--- config.mk ---
export PLATFORM = sky130hd
export DESIGN_NAME = dbd_project
export DESIGN_NICKNAME = d
export VERILOG_FILES = /design/src/hdl/dbd_pkg.sv /design/src/hdl/dbd_project.sv
export SDC_FILE = /design/constraint.sdc
export NUM_CORES = 2
export LEC_CHECK = 0
export BUFFER_PORTS_ARGS = -buffer_cell sky130_fd_sc_hd__buf_2
export CORE_MARGIN = 8
export CORE_UTILIZATION = 28
export CTS_CLUSTER_DIAMETER = 40
export DETAILED_ROUTE_END_ITERATION = 6
export PLACE_DENSITY = 0.41
export REMOVE_ABC_BUFFERS = 1
export SETUP_SLACK_MARGIN = 0.02
export SYNTH_ARGS = -nofsm -noshare
export SYNTH_HDL_FRONTEND = slang
export SYNTH_SLANG_ARGS = --single-unit
--- constraint.sdc ---
create_clock -name clk -period 13 [get_ports clk]
set_input_delay 3.9 -clock clk [delete_from_list [all_inputs] [get_ports clk]]
set_output_delay 3.9 -clock clk [all_outputs]
set_load 0.02 [all_outputs]
--- src/hdl/dbd_pkg.sv ---
// Shared types and constants for the depth box deprojection block.
// Used by every module under hdl; no dependencies.
package dbd_pkg;

	// defaults for the top-level parameters
	localparam int IMAGE_WIDTH_DEF  = 640;
	localparam int IMAGE_HEIGHT_DEF = 480;
	localparam int DEPTH_BITS_DEF   = 16;

	// width of the focal and centre registers (Q10.6)
	localparam int CAM_W = 16;

	// configuration register indexes
	localparam logic [2:0] REG_FOCAL_X        = 3'd0;
	localparam logic [2:0] REG_FOCAL_Y        = 3'd1;
	localparam logic [2:0] REG_CENTER_X       = 3'd2;
	localparam logic [2:0] REG_CENTER_Y       = 3'd3;
	localparam logic [2:0] REG_LATERAL_OFFSET = 3'd4;

	// reset values
	localparam logic [15:0] FOCAL_X_RST  = 16'd39424;
	localparam logic [15:0] FOCAL_Y_RST  = 16'd39424;
	localparam logic [15:0] CENTER_X_RST = 16'd20214;
	localparam logic [15:0] CENTER_Y_RST = 16'd15252;
	localparam logic [7:0]  OFFSET_RST   = 8'd35;

	// input item kinds (s_tuser)
	localparam logic ACT_WRITE = 1'b0;
	localparam logic ACT_BOX   = 1'b1;

	// saturation bound of pos_x and pos_y
	localparam int POS_LIMIT = 42000000;
	localparam int POS_W     = 27;

	// sideband carried alongside the divider lanes
	typedef struct packed {
		logic        valid;
		logic [7:0]  object_class;
		logic        end_of_message;
		logic        neg_x;
		logic        neg_y;
		logic [15:0] pos_z;
	} side_t;

endpackage

--- src/hdl/dbd_project.sv ---
// Pipelined restoring divider, two lanes (x and y), two quotient bits per stage.
// Carries the item sideband alongside. Depends on dbd_pkg.
module dbd_project import dbd_pkg::*; #(
	parameter int NUM_W = 32
) (
	input  logic             clk,
	input  logic             arst_n,
	input  logic             en,
	input  logic [CAM_W-1:0] focal_x,
	input  logic [CAM_W-1:0] focal_y,
	input  side_t            in_side,
	input  logic [NUM_W-1:0] in_mag_x,
	input  logic [NUM_W-1:0] in_mag_y,
	output side_t            out_side,
	output logic [NUM_W-1:0] out_quo_x,
	output logic [NUM_W-1:0] out_quo_y
);

	localparam int STAGES = NUM_W / 2;
	localparam int ST_W   = CAM_W + NUM_W;

	// one restoring step: {rem, w} where w holds numerator bits above, quotient below
	function automatic logic [ST_W-1:0] div_step(input logic [ST_W-1:0] st,
			input logic [CAM_W-1:0] dv);
		logic [CAM_W:0]   t;
		logic             ge;
		logic [CAM_W-1:0] rem;
		logic [NUM_W-1:0] w;
		t   = {st[ST_W-1:NUM_W], st[NUM_W-1]};
		ge  = (t >= {1'b0, dv});
		rem = ge ? CAM_W'(t - {1'b0, dv}) : t[CAM_W-1:0];
		w   = {st[NUM_W-2:0], ge};
		return {rem, w};
	endfunction

	logic [CAM_W-1:0] div_x;
	logic [CAM_W-1:0] div_y;

	logic [ST_W-1:0] x_in [STAGES];
	logic [ST_W-1:0] y_in [STAGES];
	side_t           sd_in [STAGES];
	logic [ST_W-1:0] x_q [STAGES];
	logic [ST_W-1:0] y_q [STAGES];
	side_t           sd_q [STAGES];

	assign div_x = (focal_x == '0) ? CAM_W'(1) : focal_x;
	assign div_y = (focal_y == '0) ? CAM_W'(1) : focal_y;

	for (genvar i = 0; i < STAGES; i++) begin : g_stage
		if (i == 0) begin : g_first
			assign x_in[i]  = {{CAM_W{1'b0}}, in_mag_x};
			assign y_in[i]  = {{CAM_W{1'b0}}, in_mag_y};
			assign sd_in[i] = in_side;
		end else begin : g_next
			assign x_in[i]  = x_q[i-1];
			assign y_in[i]  = y_q[i-1];
			assign sd_in[i] = sd_q[i-1];
		end

		always_ff @(posedge clk or negedge arst_n) begin
			if (!arst_n) begin
				sd_q[i] <= '0;
			end else if (en) begin
				sd_q[i] <= sd_in[i];
			end
		end

		always_ff @(posedge clk) begin
			if (en) begin
				x_q[i] <= div_step(div_step(x_in[i], div_x), div_x);
				y_q[i] <= div_step(div_step(y_in[i], div_y), div_y);
			end
		end
	end

	assign out_side  = sd_q[STAGES-1];
	assign out_quo_x = x_q[STAGES-1][NUM_W-1:0];
	assign out_quo_y = y_q[STAGES-1][NUM_W-1:0];

endmodule

==> impl_results.html <==
<table>
<tr><th>Metric</th><th>Value</th></tr>
<tr><th colspan="2">Status</th></tr>
<tr><td>Result of the run</td><td>finished clean</td></tr>
<tr><th colspan="2">Floorplanning</th></tr>
<tr><td>Row count</td><td>about 240</td></tr>
<tr><td>Die X-Extent</td><td>around 660 um</td></tr>
<tr><td>Initial Util</td><td>0.281</td></tr>
<tr><td>Floorplan core area</td><td>~410,000 um^2</td></tr>
<tr><td>Floorplan die height</td><td>between 600 and 700 um</td></tr>
<tr><td>DIE AREA</td><td>~430,000 um^2</td></tr>
<tr><td>IO Count</td><td>approximately 220</td></tr>
<tr><th colspan="2">Setup path</th></tr>
<tr><td>Category of the worst setup path capture point</td><td>register</td></tr>
<tr><td>Setup Crit Path Kind</td><td>input port to register</td></tr>
<tr><td>Largest fanout on the critical path</td><td>23</td></tr>
<tr><td>Critical Path Source Type</td><td>input port</td></tr>
<tr><td>Setup slack of the most critical reg-to-reg path</td><td>around 6.1 ns</td></tr>
<tr><td>Worst path arrival time</td><td>around 11 ns</td></tr>
<tr><td>Critical register-to-register path endpoint</td><td>x_q[0][133]</td></tr>
<tr><td>Worst Path Required</td><td>approximately 14 ns</td></tr>
<tr><td>Register-to-Register Path Depth</td><td>19</td></tr>
<tr><td>Source of the critical timing path</td><td>focal_y[4]</td></tr>
<tr><td>FF-to-FF Start</td><td>x_q[0][87]</td></tr>
<tr><th colspan="2">Logic synthesis</th></tr>
<tr><td>Number of distinct library cells after synthesis</td><td>approximately 110</td></tr>
<tr><td>Cells after Synth</td><td>approximately 9,600</td></tr>
<tr><td>Yosys top cell by area</td><td>sky130_fd_sc_hd__edfxtp_1</td></tr>
<tr><td>Sequential element share of the synthesized area</td><td>0.490</td></tr>
<tr><td>Prevailing post-synth register cell</td><td>sky130_fd_sc_hd__edfxtp_1</td></tr>
<tr><td>Top cell types by occurrence after synthesis</td><td>sky130_fd_sc_hd__edfxtp_1 (1,504), sky130_fd_sc_hd__ha_1 (996), sky130_fd_sc_hd__mux2_2 (960)</td></tr>
<tr><td>Proportion of synthesized flip-flops having asynchronous set or reset</td><td>0.230</td></tr>
<tr><td>Most frequently used cell type in the post-synthesis netlist</td><td>sky130_fd_sc_hd__edfxtp_1</td></tr>
<tr><td>Syn Area/Cell</td><td>12.0 um^2</td></tr>
<tr><td>#FFs+latches synth</td><td>~2,000</td></tr>
<tr><td>Portion of synthesized cell area occupied by the leading cell type</td><td>0.393</td></tr>
<tr><td>Synthesized cell area</td><td>approximately 120,000 um^2</td></tr>
<tr><td>Synth top area cells</td><td>sky130_fd_sc_hd__edfxtp_1 (39%), sky130_fd_sc_hd__ha_1 (11%), sky130_fd_sc_hd__dfrtp_1 (9.7%)</td></tr>
<tr><td>Warning count from the yosys run</td><td>0</td></tr>
<tr><td>EDFF count, synth</td><td>1,504</td></tr>
<tr><th colspan="2">Global route</th></tr>
<tr><td>Number of global-route vias before repair</td><td>between 80,000 and 90,000</td></tr>
<tr><td>Initial antenna violation count</td><td>5</td></tr>
<tr><td>Overall global routing resource usage</td><td>0.135</td></tr>
<tr><td>Largest net degree at the start of global routing</td><td>between 150 and 200</td></tr>
<tr><td>GRT overflow</td><td>0</td></tr>
<tr><td>First-pass GRT wire length</td><td>469,000 um</td></tr>
<tr><th colspan="2">Placement</th></tr>
<tr><td>Number of port buffers</td><td>about 220</td></tr>
<tr><td># placed instances</td><td>between 15,000 and 20,000</td></tr>
<tr><td>Final weighted congestion of routability-driven global placement</td><td>0.855</td></tr>
<tr><td>DPL Wire Length</td><td>between 200,000 and 250,000 um</td></tr>
<tr><td>Post-detailed-placement cell area</td><td>approximately 120,000 um^2</td></tr>
<tr><th colspan="2">Timing</th></tr>
<tr><td>Peak Freq</td><td>96.1 MHz</td></tr>
<tr><td>Count of endpoints failing hold in the final timing report</td><td>0</td></tr>
<tr><td>Finish-stage setup viols</td><td>0</td></tr>
<tr><td>Post-route minimum period</td><td>~10 ns</td></tr>
<tr><td>Pin slew with the least headroom to its limit</td><td>approximately 1.1 ns</td></tr>
<tr><td>Worst-case headroom to the max-slew limit</td><td>0.231</td></tr>
<tr><td>Final clock skew</td><td>between 0.05 and 0.06 ns</td></tr>
<tr><td>Fin crit share</td><td>0.801</td></tr>
<tr><td>Unrepaired setup endpoints after global routing</td><td>false</td></tr>
<tr><td>Max-slew violation count</td><td>0</td></tr>
<tr><td>Setup TNS</td><td>0 ns</td></tr>
<tr><th colspan="2">Final layout</th></tr>
<tr><td>Final standard cell count with taps included and fillers excluded</td><td>around 16,000</td></tr>
<tr><td>Proportion of layout cells with a drive suffix above 1</td><td>0.205</td></tr>
<tr><td>Fill cells</td><td>roughly 40,000</td></tr>
<tr><td>Footprint of the multi-input gates</td><td>~57,000 um^2</td></tr>
<tr><td>Nets</td><td>roughly 11,000</td></tr>
<tr><td>Final std cell area, no fill</td><td>around 140,000 um^2</td></tr>
<tr><td>Area of all sequential standard cells</td><td>56,400 um^2</td></tr>
<tr><td>Area Overhead vs Synth</td><td>19.8%</td></tr>
<tr><th colspan="2">Clocking</th></tr>
<tr><td>Number of CTS-inserted buffers</td><td>406</td></tr>
<tr><td>Max Root-Sink Buffers</td><td>4</td></tr>
<tr><td>CTS tree</td><td>yes</td></tr>
<tr><td>Resized Gates After CTS</td><td>0</td></tr>
<tr><td>Root Buffer</td><td>sky130_fd_sc_hd__clkbuf_16</td></tr>
<tr><td>Post-CTS Setup Inserts</td><td>0</td></tr>
<tr><td>Clock transition time at the flip-flop clock pins of the worst setup and hold paths</td><td>about 0.050 ns</td></tr>
<tr><td>Number of buffers inserted by hold repair at cts</td><td>0</td></tr>
<tr><td>Maximum level of the CTS H-tree</td><td>5</td></tr>
<tr><td>Clock sink count</td><td>between 1,500 and 2,000</td></tr>
<tr><td>Clock latency reported for the late side of the worst-skew pair</td><td>between 0.9 and 1 ns</td></tr>
<tr><th colspan="2">Route</th></tr>
<tr><td>Number of DRC markers in iteration 0</td><td>around 4,600</td></tr>
<tr><td>Total wire length</td><td>301,000 um</td></tr>
<tr><td>Number of iterations in the first detailed-routing pass</td><td>6</td></tr>
<tr><td>Number of nets still failing antenna checks after routing</td><td>0</td></tr>
<tr><td>Number of vias after detailed routing</td><td>77,872</td></tr>
<tr><td>Vias/cell</td><td>about 5</td></tr>
<tr><td>Number of remaining DRC errors</td><td>0</td></tr>
<tr><td>DR WL/cell</td><td>around 19 um</td></tr>
<tr><th colspan="2">Job</th></tr>
<tr><td>Number of violations of the max-capacitance limit</td><td>0</td></tr>
<tr><th colspan="2">Min path</th></tr>
<tr><td>Hold Path Sink</td><td>y_q[1][366]</td></tr>
<tr><td>Min-Delay Startpoint</td><td>y_q[1][316]</td></tr>
<tr><td>Worst min-delay path category</td><td>register to register</td></tr>
<tr><td>Instance count along the most critical hold path</td><td>0</td></tr>
</table>
[final cells by class]
| type | count | share of cell area |
|---|---|---|
| multi-input combinational | 7115 | 0.411 |
| sequential | 1952 | 0.409 |
| clock buffer | 455 | 0.0777 |
| tap | 5451 | 0.0495 |
| clock inverter | 297 | 0.0252 |
| timing repair buffer | 354 | 0.0176 |
| inverter | 372 | 0.0102 |
| antenna | 2 | 0.0000363 |
[sequential cells by signal, summed over array words and instances (netlist names)]
| register | count |
|---|---|
| out_side | 28 |
| x_q | 752 |
| y_q | 752 |
| sd_in | 420 |
[metal layers]
| metal | part of all wire | global-route usage | vias to the layer above |
|---|---|---|---|
| met5 | 0 | 0 | - |
| li1 | - | - | 38013 |
| met2 | 0.48 | 0.232 | 1372 |
| met1 | 0.45 | 0.174 | 37892 |
| met3 | 0.037 | 0.0192 | 595 |
| met4 | 0.035 | 0.0459 | 0 |
[cell families after synthesis]
group                    Yosys count  share of synthesized area
multiplexers                    1050                      0.103
AO/OA/AOI/OAI                   2335                      0.134
flip-flops                      1952                      0.490
adder cells (fa/ha/maj)         1056                      0.119
buffers and inverters            548                     0.0188
AND/OR/NAND/NOR                 1961                     0.0819
XOR/XNOR                         713                     0.0543
[placed cells by master (no fill, tap or decap), types with 56 or more instances in the layout]
cell type and count:
sky130_fd_sc_hd__a211oi_1 80, sky130_fd_sc_hd__a21o_1 283, sky130_fd_sc_hd__a21oi_1 598, sky130_fd_sc_hd__a31oi_1 68, sky130_fd_sc_hd__buf_2 216, sky130_fd_sc_hd__buf_4 113
sky130_fd_sc_hd__bufinv_16 56, sky130_fd_sc_hd__clkbuf_16 419, sky130_fd_sc_hd__clkinv_2 60, sky130_fd_sc_hd__dfrtp_1 448, sky130_fd_sc_hd__edfxtp_1 1504, sky130_fd_sc_hd__fa_1 60
sky130_fd_sc_hd__ha_1 996, sky130_fd_sc_hd__inv_1 352, sky130_fd_sc_hd__mux2_2 960, sky130_fd_sc_hd__nand2_1 515, sky130_fd_sc_hd__nand2b_1 104, sky130_fd_sc_hd__nand3_1 107
sky130_fd_sc_hd__nand4_1 143, sky130_fd_sc_hd__nor2_1 549, sky130_fd_sc_hd__nor2b_1 115, sky130_fd_sc_hd__nor3_1 175, sky130_fd_sc_hd__o21a_1 164, sky130_fd_sc_hd__o21ai_0 520
sky130_fd_sc_hd__o21bai_1 100, sky130_fd_sc_hd__o31ai_1 57, sky130_fd_sc_hd__xnor2_1 484, sky130_fd_sc_hd__xor2_1 229
[worst max-delay path by stage]
stage / slack (ns) / cells after the start / to
global placement: 1.72 / 26 / y_q[0][187]
floorplan: -0.17 / 18 / x_q[1][321]
finish: 2.59 / 26 / y_q[0][186]
global route: 2.12 / 24 / y_q[0][88]
detailed placement: 1.74 / 26 / y_q[0][187]
CTS: 2.76 / 26 / y_q[0][187]
[stage by stage]
| stage | util | setup WS [ns] | hold WS [ns] |
|---|---|---|---|
| floorplan | - | -0.167 | 0.400 |
| global placement | 0.302 | 1.72 | 0.400 |
| detailed placement | 0.302 | 1.74 | 0.405 |
| CTS | 0.337 | 2.76 | 0.389 |
| global route | 0.337 | 2.12 | 0.397 |
| finish | 0.337 | 2.59 | 0.394 |
[worst max-delay path: stages]
cell and delay, ns:
sky130_fd_sc_hd__buf_2 0.11, sky130_fd_sc_hd__nor4_1 0.31, sky130_fd_sc_hd__nand4_1 0.14, sky130_fd_sc_hd__buf_4 0.22, sky130_fd_sc_hd__o21bai_4 0.37, sky130_fd_sc_hd__buf_4 0.38, sky130_fd_sc_hd__ha_1 0.23, sky130_fd_sc_hd__nor2b_1 0.07
sky130_fd_sc_hd__o31a_1 0.31, sky130_fd_sc_hd__o211ai_1 0.31, sky130_fd_sc_hd__nand2_1 0.13, sky130_fd_sc_hd__o21ai_0 0.24, sky130_fd_sc_hd__and2_1 0.16, sky130_fd_sc_hd__buf_4 0.25, sky130_fd_sc_hd__inv_1 0.30, sky130_fd_sc_hd__mux2_2 0.38
sky130_fd_sc_hd__ha_1 0.35, sky130_fd_sc_hd__and3_1 0.25, sky130_fd_sc_hd__o21ai_0 0.15, sky130_fd_sc_hd__nand3b_1 0.16, sky130_fd_sc_hd__a41oi_1 0.51, sky130_fd_sc_hd__o31a_1 0.21, sky130_fd_sc_hd__o21ai_0 0.14, sky130_fd_sc_hd__a21oi_1 0.18
sky130_fd_sc_hd__a21boi_2 0.82, sky130_fd_sc_hd__o21ai_0 0.38
Power is not shown: default switching activity piles up to over one toggle a cycle in this logic, so the estimate is an artifact.
